[src/hdl/sil_pkg.sv]
// Package with types, constants and command codes for the sorted interval lookup.
package sil_pkg;

  localparam int TABLE_DEPTH = 1024;
  localparam int IDX_W = $clog2(TABLE_DEPTH);
  localparam int CNT_W = $clog2(TABLE_DEPTH + 1);

  typedef enum logic [1:0] {
    CMD_INSERT = 2'd0,
    CMD_LOOKUP = 2'd1,
    CMD_CLEAR  = 2'd2,
    CMD_NOP    = 2'd3
  } cmd_t;

  typedef enum logic [1:0] {
    ST_OK   = 2'd0,
    ST_FULL = 2'd1,
    ST_DUP  = 2'd2
  } status_t;

  typedef struct packed {
    logic [1:0]  command;
    logic [7:0]  chromosome;
    logic [30:0] region_start;
    logic [30:0] region_end;
    logic [30:0] query_pos;
  } in_item_t;

  typedef struct packed {
    logic [15:0] label;
    logic [1:0]  status;
  } out_item_t;

  typedef struct packed {
    logic [7:0]  chrom;
    logic [30:0] start;
    logic [30:0] stop;
    logic [15:0] label;
  } entry_t;

  typedef enum logic [2:0] {
    S_IDLE,
    S_SEARCH,
    S_WAIT,
    S_DECIDE,
    S_SHIFT,
    S_DONE
  } fsm_t;

  // Memory access request from the controller.
  typedef struct packed {
    logic             rd_en;
    logic [IDX_W-1:0] rd_addr;
    logic             wr_en;
    logic [IDX_W-1:0] wr_addr;
    entry_t           wr_data;
  } mem_req_t;

endpackage

[src/hdl/sil_ctrl.sv]
// Controller: binary search, insert shift sequencer and result register.
module sil_ctrl
  import sil_pkg::*;
(
  input  logic      clk,
  input  logic      rst,
  input  logic      in_valid,
  output logic      in_ready,
  input  in_item_t  in_data,
  output logic      out_valid,
  input  logic      out_ready,
  output out_item_t out_data,
  output mem_req_t  req,
  input  entry_t    rd_data
);

  fsm_t             state, state_next;
  in_item_t         item;
  logic [CNT_W-1:0] count, lo, hi, mid;
  logic [15:0]      counter;
  logic [CNT_W-1:0] shift_idx;
  logic             skip_write;
  logic             place_new;
  logic [30:0]      key_s;
  logic             not_above;

  assign in_ready = (state == S_IDLE) && !out_valid;
  assign mid = lo + ((hi - lo) >> 1);
  assign key_s = (item.command == CMD_LOOKUP) ? item.query_pos : item.region_start;
  assign not_above = (rd_data.chrom < item.chromosome) ||
                     ((rd_data.chrom == item.chromosome) && (rd_data.start <= key_s));

  always_ff @(posedge clk) begin
    if (rst) begin
      state     <= S_IDLE;
      count     <= '0;
      counter   <= '0;
      out_valid <= 1'b0;
      place_new <= 1'b0;
    end else begin
      state <= state_next;
      if (out_valid && out_ready) out_valid <= 1'b0;
      case (state)
        S_IDLE: begin
          if (in_valid && in_ready) begin
            item <= in_data;
            lo   <= '0;
            hi   <= count;
            if (in_data.command == CMD_INSERT && counter != 16'hFFFF) begin
              counter <= counter + 16'd1;
            end
            if (in_data.command == CMD_CLEAR || in_data.command == CMD_NOP) begin
              if (in_data.command == CMD_CLEAR) begin
                count   <= '0;
                counter <= '0;
              end
              out_data  <= '{label: 16'd0, status: ST_OK};
              out_valid <= 1'b1;
            end
          end
        end
        S_WAIT: begin
          if (not_above) lo <= mid + 1'b1;
          else hi <= mid;
        end
        S_DECIDE: begin
          // lo is the predecessor count; entry lo-1 was read when lo > 0.
          if (item.command == CMD_LOOKUP) begin
            out_valid       <= 1'b1;
            out_data.status <= ST_OK;
            out_data.label  <= (lo != '0 && rd_data.chrom == item.chromosome &&
                                rd_data.stop >= item.query_pos) ? rd_data.label : 16'd0;
          end else if (lo != '0 && rd_data.chrom == item.chromosome &&
                       rd_data.start == item.region_start) begin
            out_valid <= 1'b1;
            out_data  <= '{label: 16'd0, status: ST_DUP};
          end else if (count == CNT_W'(TABLE_DEPTH)) begin
            out_valid <= 1'b1;
            out_data  <= '{label: 16'd0, status: ST_FULL};
          end else begin
            out_data   <= '{label: counter, status: ST_OK};
            shift_idx  <= count;
            skip_write <= 1'b1;
          end
        end
        S_SHIFT: begin
          skip_write <= 1'b0;
          shift_idx  <= shift_idx - 1'b1;
          if (shift_idx == lo) begin
            count     <= count + 1'b1;
            place_new <= 1'b1;
            out_valid <= 1'b1;
          end
        end
        S_DONE: place_new <= 1'b0;
        default: ;
      endcase
    end
  end

  always_comb begin
    state_next = state;
    req = '0;
    case (state)
      S_IDLE: begin
        if (in_valid && in_ready &&
            (in_data.command == CMD_INSERT || in_data.command == CMD_LOOKUP)) begin
          state_next = S_SEARCH;
        end
      end
      S_SEARCH: begin
        if (lo < hi) begin
          req.rd_en   = 1'b1;
          req.rd_addr = mid[IDX_W-1:0];
          state_next  = S_WAIT;
        end else begin
          req.rd_en   = (lo != '0);
          req.rd_addr = IDX_W'(lo - 1'b1);
          state_next  = S_DECIDE;
        end
      end
      S_WAIT: state_next = S_SEARCH;
      S_DECIDE: begin
        state_next = S_DONE;
        if (item.command == CMD_INSERT &&
            !(lo != '0 && rd_data.chrom == item.chromosome &&
              rd_data.start == item.region_start) &&
            count != CNT_W'(TABLE_DEPTH)) begin
          state_next = S_SHIFT;
        end
      end
      S_SHIFT: begin
        // Each cycle writes the entry read last cycle one place up and reads the next.
        if (!skip_write) begin
          req.wr_en   = 1'b1;
          req.wr_addr = IDX_W'(shift_idx + 1'b1);
          req.wr_data = rd_data;
        end
        if (shift_idx == lo) begin
          state_next = S_DONE;
        end else begin
          req.rd_en   = 1'b1;
          req.rd_addr = IDX_W'(shift_idx - 1'b1);
        end
      end
      S_DONE: begin
        state_next = S_IDLE;
        // The new region goes into the slot freed at the insertion point.
        if (place_new) begin
          req.wr_en   = 1'b1;
          req.wr_addr = lo[IDX_W-1:0];
          req.wr_data = '{chrom: item.chromosome, start: item.region_start,
                          stop: item.region_end, label: counter};
        end
      end
      default: state_next = S_IDLE;
    endcase
  end

  a_shift_stays_in_table: assert property (@(posedge clk) disable iff (rst)
    (state == S_SHIFT) |-> (shift_idx >= lo && count < CNT_W'(TABLE_DEPTH)))
    else $error("shift index out of range");
  a_search_bounds: assert property (@(posedge clk) disable iff (rst)
    (state == S_SEARCH) |-> (lo <= hi && hi <= count))
    else $error("search window broken");
  a_count_bound: assert property (@(posedge clk) disable iff (rst)
    count <= CNT_W'(TABLE_DEPTH))
    else $error("entry count above depth");
  a_no_accept_busy: assert property (@(posedge clk) disable iff (rst)
    (state != S_IDLE) |-> !in_ready)
    else $error("ready while busy");

endmodule

[config.mk]
export PLATFORM = sky130hd
export DESIGN_NAME = sil_ctrl
export DESIGN_NICKNAME = d
export VERILOG_FILES = /design/src/hdl/sil_pkg.sv /design/src/hdl/sil_ctrl.sv
export SDC_FILE = /design/constraint.sdc
export NUM_CORES = 1
export LEC_CHECK = 0
export BUFFER_PORTS_ARGS = -buffer_cell sky130_fd_sc_hd__buf_2
export CORE_ASPECT_RATIO = 0.9
export CORE_MARGIN = 2
export CORE_UTILIZATION = 50
export DETAILED_ROUTE_END_ITERATION = 12
export GPL_ROUTABILITY_DRIVEN = 0
export PLACE_DENSITY = 0.88
export SETUP_SLACK_MARGIN = 0.4
export SYNTH_ARGS = -nofsm -noshare
export SYNTH_HDL_FRONTEND = slang
export SYNTH_SLANG_ARGS = --single-unit
[constraint.sdc]
create_clock -name clk -period 5.1 [get_ports clk]
set_input_delay 0.765 -clock clk [delete_from_list [all_inputs] [get_ports clk]]
set_output_delay 0.765 -clock clk [all_outputs]
set_load 0.02 [all_outputs]
**Word level (Yosys, flattened, before mapping)**

Cells that the tools add are included.

- Logic and storage cells: 139
- Bits of input ports: 193
- Output and inout bits: 128
- Register bits: 187

- Bitwise logic cells: 1
- $lt $le $gt $ge: 4
- Add/sub/neg operators: 8
- Multiplexer cells: 51
- Equality and inequality tests: 25
- Reductions and logical operators: 34

Operator list:

| operator | number |
|---|---|
| 2-to-1 mux 97 bit | 2 |
| case mux 97 bit (2 select lines) | 1 |
| 2-to-1 mux 11 bit | 13 |
| case mux 11 bit (2 select lines) | 5 |
| 2-to-1 mux 18 bit | 5 |
| 2-to-1 mux 16 bit | 4 |
| case mux 18 bit (2 select lines) | 1 |
| == test 31 bit | 1 |
| >= comparator 31 bit | 1 |
| less-or-equal comparator 31 bit | 1 |
| 2-to-1 mux 31 bit | 1 |
| adder 11 x 1 -> 11 bit (second input constant) | 2 |
| adder 16 x 1 -> 16 bit (second input constant) | 1 |
| inequality test 16 bit (second input constant) | 1 |
| case mux 3 bit (5 select lines) | 1 |
| 2-to-1 mux 1 bit | 13 |
| inequality test 2 bit (second input constant) | 6 |
| AND reduction 4 bit | 3 |
| adder 11 x 10 -> 11 bit | 1 |
| == test 11 bit | 1 |
| == test 11 bit (second input constant) | 1 |
| logical AND 1 bit | 11 |
| < comparator 11 bit | 1 |
| inequality test 11 bit (second input constant) | 1 |
| 25 further kinds | 45 |

**Logic depth before layout (Yosys ltp)**

- Depth after elaboration: 8
- Mapped depth: 18
- Mapped depth without buffers: 18

**Least setup slack after synthesis**

Ideal clock, no wire load.

- Path type: register to output
- Start point: reg lo[0]
- End point: out req[106] (netlist bit)
- Data required time: 4.335 ns
- Data arrival time: 3.829 ns
- Path buffers: 1
- Slack: 0.506 ns
- Cell stages (with the launch flop): 18
- Path through: edfxtp_1 -> ha_1 -> inv_1 -> fa_1 -> a21o_1 -> a21oi_1 -> o21bai_1 -> a21oi_1 -> o21ai_0 -> or4_1 -> nand3_1 -> ha_1 -> buf_2 -> or3_1 -> nor3_1 -> a311oi_1 -> mux2_2 -> o22ai_1

RTL lines:

| what | RTL line | source |
|---|---|---|
| start: declaration | sil_ctrl.sv:19 | `logic [CNT_W-1:0] count, lo, hi, mid;` |
| start signal: assignment | sil_ctrl.sv:63 | `if (not_above) lo <= mid + 1'b1;` |
| end: declaration | sil_ctrl.sv:13 | `output mem_req_t req,` |

==> flow_summary_export.csv <==
group,metric,value,unit
logic_synthesis,synth.area.mux_share,0.0373,
floorplanning,ios,321,
cells_and_area,final_area,0.0148,mm2
power,p_leak,6.51,nW
power,pwr-share-seq,0.428,
logic_synthesis,synth_edf_count,155,
routing,drc_errors,0,
floorplanning,die_w,167,um
cells_and_area,register_area,0.00530,mm2
logic_synthesis,ys_seq_elements,187,
power,switching_share,0.321,
logic_synthesis,synth_area_per_cell,10.4,um2
clocking,clockRootBuffer,"clkbuf_16",
place,dp_hpwl,29.5,mm
logic_synthesis,synth-adder-area-share,0.106,
floorplanning,fp.dieArea,0.0252,mm2
setup_path,critical-path-max-stage-delay,0.41,ns
routing,vias,10800,
outcome,outcome,"completed",
routing,wirelength,38.9,mm
place,postPlaceCellArea,0.0139,mm2
logic_synthesis,synth-xor-area-share,0.0777,
logic_synthesis,ys.warnings.count,0,
setup_path,r2r_start,"item[102]",
place,preCtsSetupSlack,0.265,ns
sta,setup_viol,0,
setup_path,critPathLaunch,"lo[3]",
power,vdd_drop_max,0.000192,V
logic_synthesis,synth_compound_area_frac,0.164,
place,io_buffers,320,
sta,hold_viol_final,0,
sta,max_freq,208,MHz
setup_path,cp_max_fo,4,
logic_synthesis,synth_flop_cell,"edfxtp_1",
sta,final.setup.tns,0,ns
grt,grt.total_usage,0.295,
sta,slew_headroom,0.283,
grt,grt_overflow,0,
floorplanning,start_util,0.511,
logic_synthesis,ys_types,61,
sta,slew_viol_final,0,
floorplanning,die_h,151,um
logic_synthesis,synthArstFlopShare,0,
cells_and_area,final_common_cell,"buf_2",
place,dp.cells,1730,
min_path,hp-start,"in_data[10]",
routing,drtIter0Drc,960,
power,cell_internal_pwr,2.82,mW
sta,setup_ws,0.293,ns
sta,fin_crit_sh,0.942,
routing,via_per_inst,6.07,
cells_and_area,fill_cells,1862,
clocking,cts_tree,"yes",
grt,grt_max_degree,60,
logic_synthesis,seq_area_frac_synth,0.443,
setup_path,path_class,"flip-flop to primary output",
grt,grt_pass1_vias,10600,
clocking,htree_levels,4,
logic_synthesis,syn-cell-area,0.0120,mm2
clocking,clock_latency,0.44,ns
clocking,clk_pin_slew,0.09,ns
logic_synthesis,synth_top_family_by_area,"compound AO/OA/AOI/OAI gates",
power,power_switching,1.33,mW
clocking,cts_made_buffers,17,
clocking,cts_buffer_depth,2,
cells_and_area,mostFrequentLayoutCells,"buf_2, edfxtp_1, a22o_1",
run,drv_cap,0,
cells_and_area,fin_nets,1755,
cells_and_area,syn2layout_area_growth,23.7,%
cells_and_area,final_cells,1781,
sta,rsz0062_at_grt,"yes",
floorplanning,rows,53,
sta,tightest_slew,1.07,ns
setup_path,worstPathRequired,4.34,ns
power,p_per_area,281,mW/mm2
min_path,hp-class,"input port to flip-flop",
floorplanning,coreArea,0.0234,mm2
setup_path,arrival,4.04,ns
sta,min_period,4.81,ns
grt,antenna_found_initial,6,
routing,first_pass_iters,6,
cells_and_area,drive_above_1_share,0.293,
setup_path,end_kind,"primary output",
setup_path,path_cells,"inv_1 -> ha_1 -> a21oi_1 -> nor2_1 -> o311ai_2 -> nand2_1 -> a21o_1 -> a21oi_1 -> xnor2_1 -> ha_1 -> inv_1 -> or3_4 -> nor3_4 -> a311oi_2 -> mux2_4 -> o22ai_2 -> buf_6",
setup_path,startpoint_type,"flip-flop",
setup_path,cp_slowest_cell,"edfxtp_1",
logic_synthesis,synth_cells,1148,
cells_and_area,multi_input_area,0.00633,mm2
clocking,cts.sinks,187,
logic_synthesis,synth.net_count,1441,
power,p_clk_frac,0.334,
sta,fin_skew,0.0247,ns
logic_synthesis,synthSimpleGateAreaFrac,0.128,
grt,grt_pass1_wl,57.3,mm
cells_and_area,final_util,0.631,
power,p_comb_frac,0.238,
routing,wl_per_cell,21.9,um
routing,antenna_left,0,
-- power groups by stage --
| stage | Combinational (mW) | Sequential (mW) | Clock (mW) |
|---|---|---|---|
| global route | 1.06 | 1.78 | 1.45 |
| finish | 0.987 | 1.78 | 1.39 |
| global placement | 0.797 | 1.81 | 0 |
| CTS | 0.885 | 1.78 | 1.40 |
| floorplan | 0.553 | 1.80 | 0 |
| detailed placement | 0.830 | 1.81 | 0 |
-- flip-flops by register name, summed over array words and instances (netlist names) --
name        count
count          11
counter        16
hi             11
item          103
lo             11
out_data       18
out_valid       1
place_new       1
shift_idx      11
skip_write      1
state           3
-- per-stage QoR --
step                      hold WS [ns]  power (mW)
after floorplan                  0.467        2.36
after global placement           0.503        2.61
after detailed placement         0.517        2.64
after CTS                        0.480        4.06
after global routing             0.478        4.29
final                            0.488        4.15
-- cells in the mapped netlist (2+ instances only) --
library cell | count | area share
xnor2_1 | 75 | 0.055
and3_1 | 13 | 0.0068
o21a_1 | 4 | 0.0025
mux2i_1 | 40 | 0.034
buf_1 | 8 | 0.0025
clkbuf_1 | 37 | 0.012
edfxtp_1 | 155 | 0.39
o21ai_0 | 56 | 0.023
a21o_1 | 29 | 0.018
a22o_1 | 100 | 0.073
o22ai_1 | 11 | 0.0058
nor2b_1 | 7 | 0.0037
buf_2 | 7 | 0.0029
inv_2 | 3 | 0.00094
nor3_1 | 13 | 0.0054
or3_1 | 13 | 0.0068
nand4_1 | 36 | 0.019
nand3_1 | 31 | 0.013
nand2_1 | 77 | 0.024
nand4b_1 | 2 | 0.0015
or2_2 | 6 | 0.0031
a31oi_1 | 5 | 0.0026
dfxtp_1 | 32 | 0.054
fa_1 | 2 | 0.0034
nor2_1 | 66 | 0.021
and4_1 | 4 | 0.0029
a311oi_1 | 3 | 0.0022
a211oi_1 | 5 | 0.0031
inv_1 | 75 | 0.024
nand2b_1 | 7 | 0.0037
a41o_1 | 2 | 0.0017
ha_1 | 98 | 0.10
xor2_1 | 31 | 0.023
nor4_1 | 14 | 0.0073
o21bai_1 | 2 | 0.0013
o211ai_1 | 4 | 0.0025
buf_6 | 2 | 0.0019
nand3b_1 | 3 | 0.0019
a21oi_1 | 41 | 0.017
mux2_2 | 4 | 0.0038
and2_1 | 5 | 0.0026
-- what timing repair did --
action / 4_1_cts / 5_1_grt
endpoints found under the setup margin: 4 / 4
pin swaps: 9 / 11
setup buffers: 11 / 4
resized for setup: 22 / 22
hold buffers: 0 / 0
-- metal layers --
layer | routed length (um) | GRT usage | vias up
met5 | 12 | 0 | -
met4 | 1760 | 0.137 | 2
met3 | 3320 | 0.0662 | 123
met2 | 19100 | 0.511 | 642
met1 | 14800 | 0.352 | 5138
li1 | - | - | 4913
-- cells by family (layout without fill, tap and decap cells) --
| kind of cell | count (synthesis) | count (layout) |
|---|---|---|
| AND/OR/NAND/NOR | 304 | 304 |
| AO/OA/AOI/OAI | 275 | 275 |
| flip-flops | 187 | 187 |
| buffers and inverters | 132 | 459 |
| XOR/XNOR | 106 | 106 |
| adder cells (fa/ha/maj) | 100 | 100 |
| multiplexers | 44 | 44 |
| other | 0 | 4 |
-- area by class of cell --
class	instances	share of cell area
Tap cell	302	0.0256
Timing Repair Buffer	349	0.125
Clock inverter	15	0.0132
Antenna cell	4	0.000677
Multi-Input combinational cell	829	0.428
Inverter	78	0.0200
Clock buffer	17	0.0288
Sequential cell	187	0.358
-- worst paths after layout --
| path | to | slack, ns | cells past startpoint |
|---|---|---|---|
| setup / recovery | req[106] | 0.29 | 17 |
| hold / removal | item[10] | 0.49 | 1 |
| hold reg to reg | count[1] | 0.53 | 2 |
| setup reg to reg | hi[5] | 0.95 | 10 |
-- worst max-delay path, delay by kind of cell, from the launching register on --
| family | cells | cell delay (ns) |
|---|---|---|
| buffers and inverters | 3 | 0.40 |
| adders and majority gates | 2 | 0.65 |
| muxes | 1 | 0.29 |
| xor gates and xnor gates | 1 | 0.10 |
| AOI/OAI and AO/OA | 6 | 1.03 |
| DFF | 1 | 0.41 |
| and+or+nand+nor | 4 | 0.72 |
No activity file was read; power rests on OpenSTA's default activity.
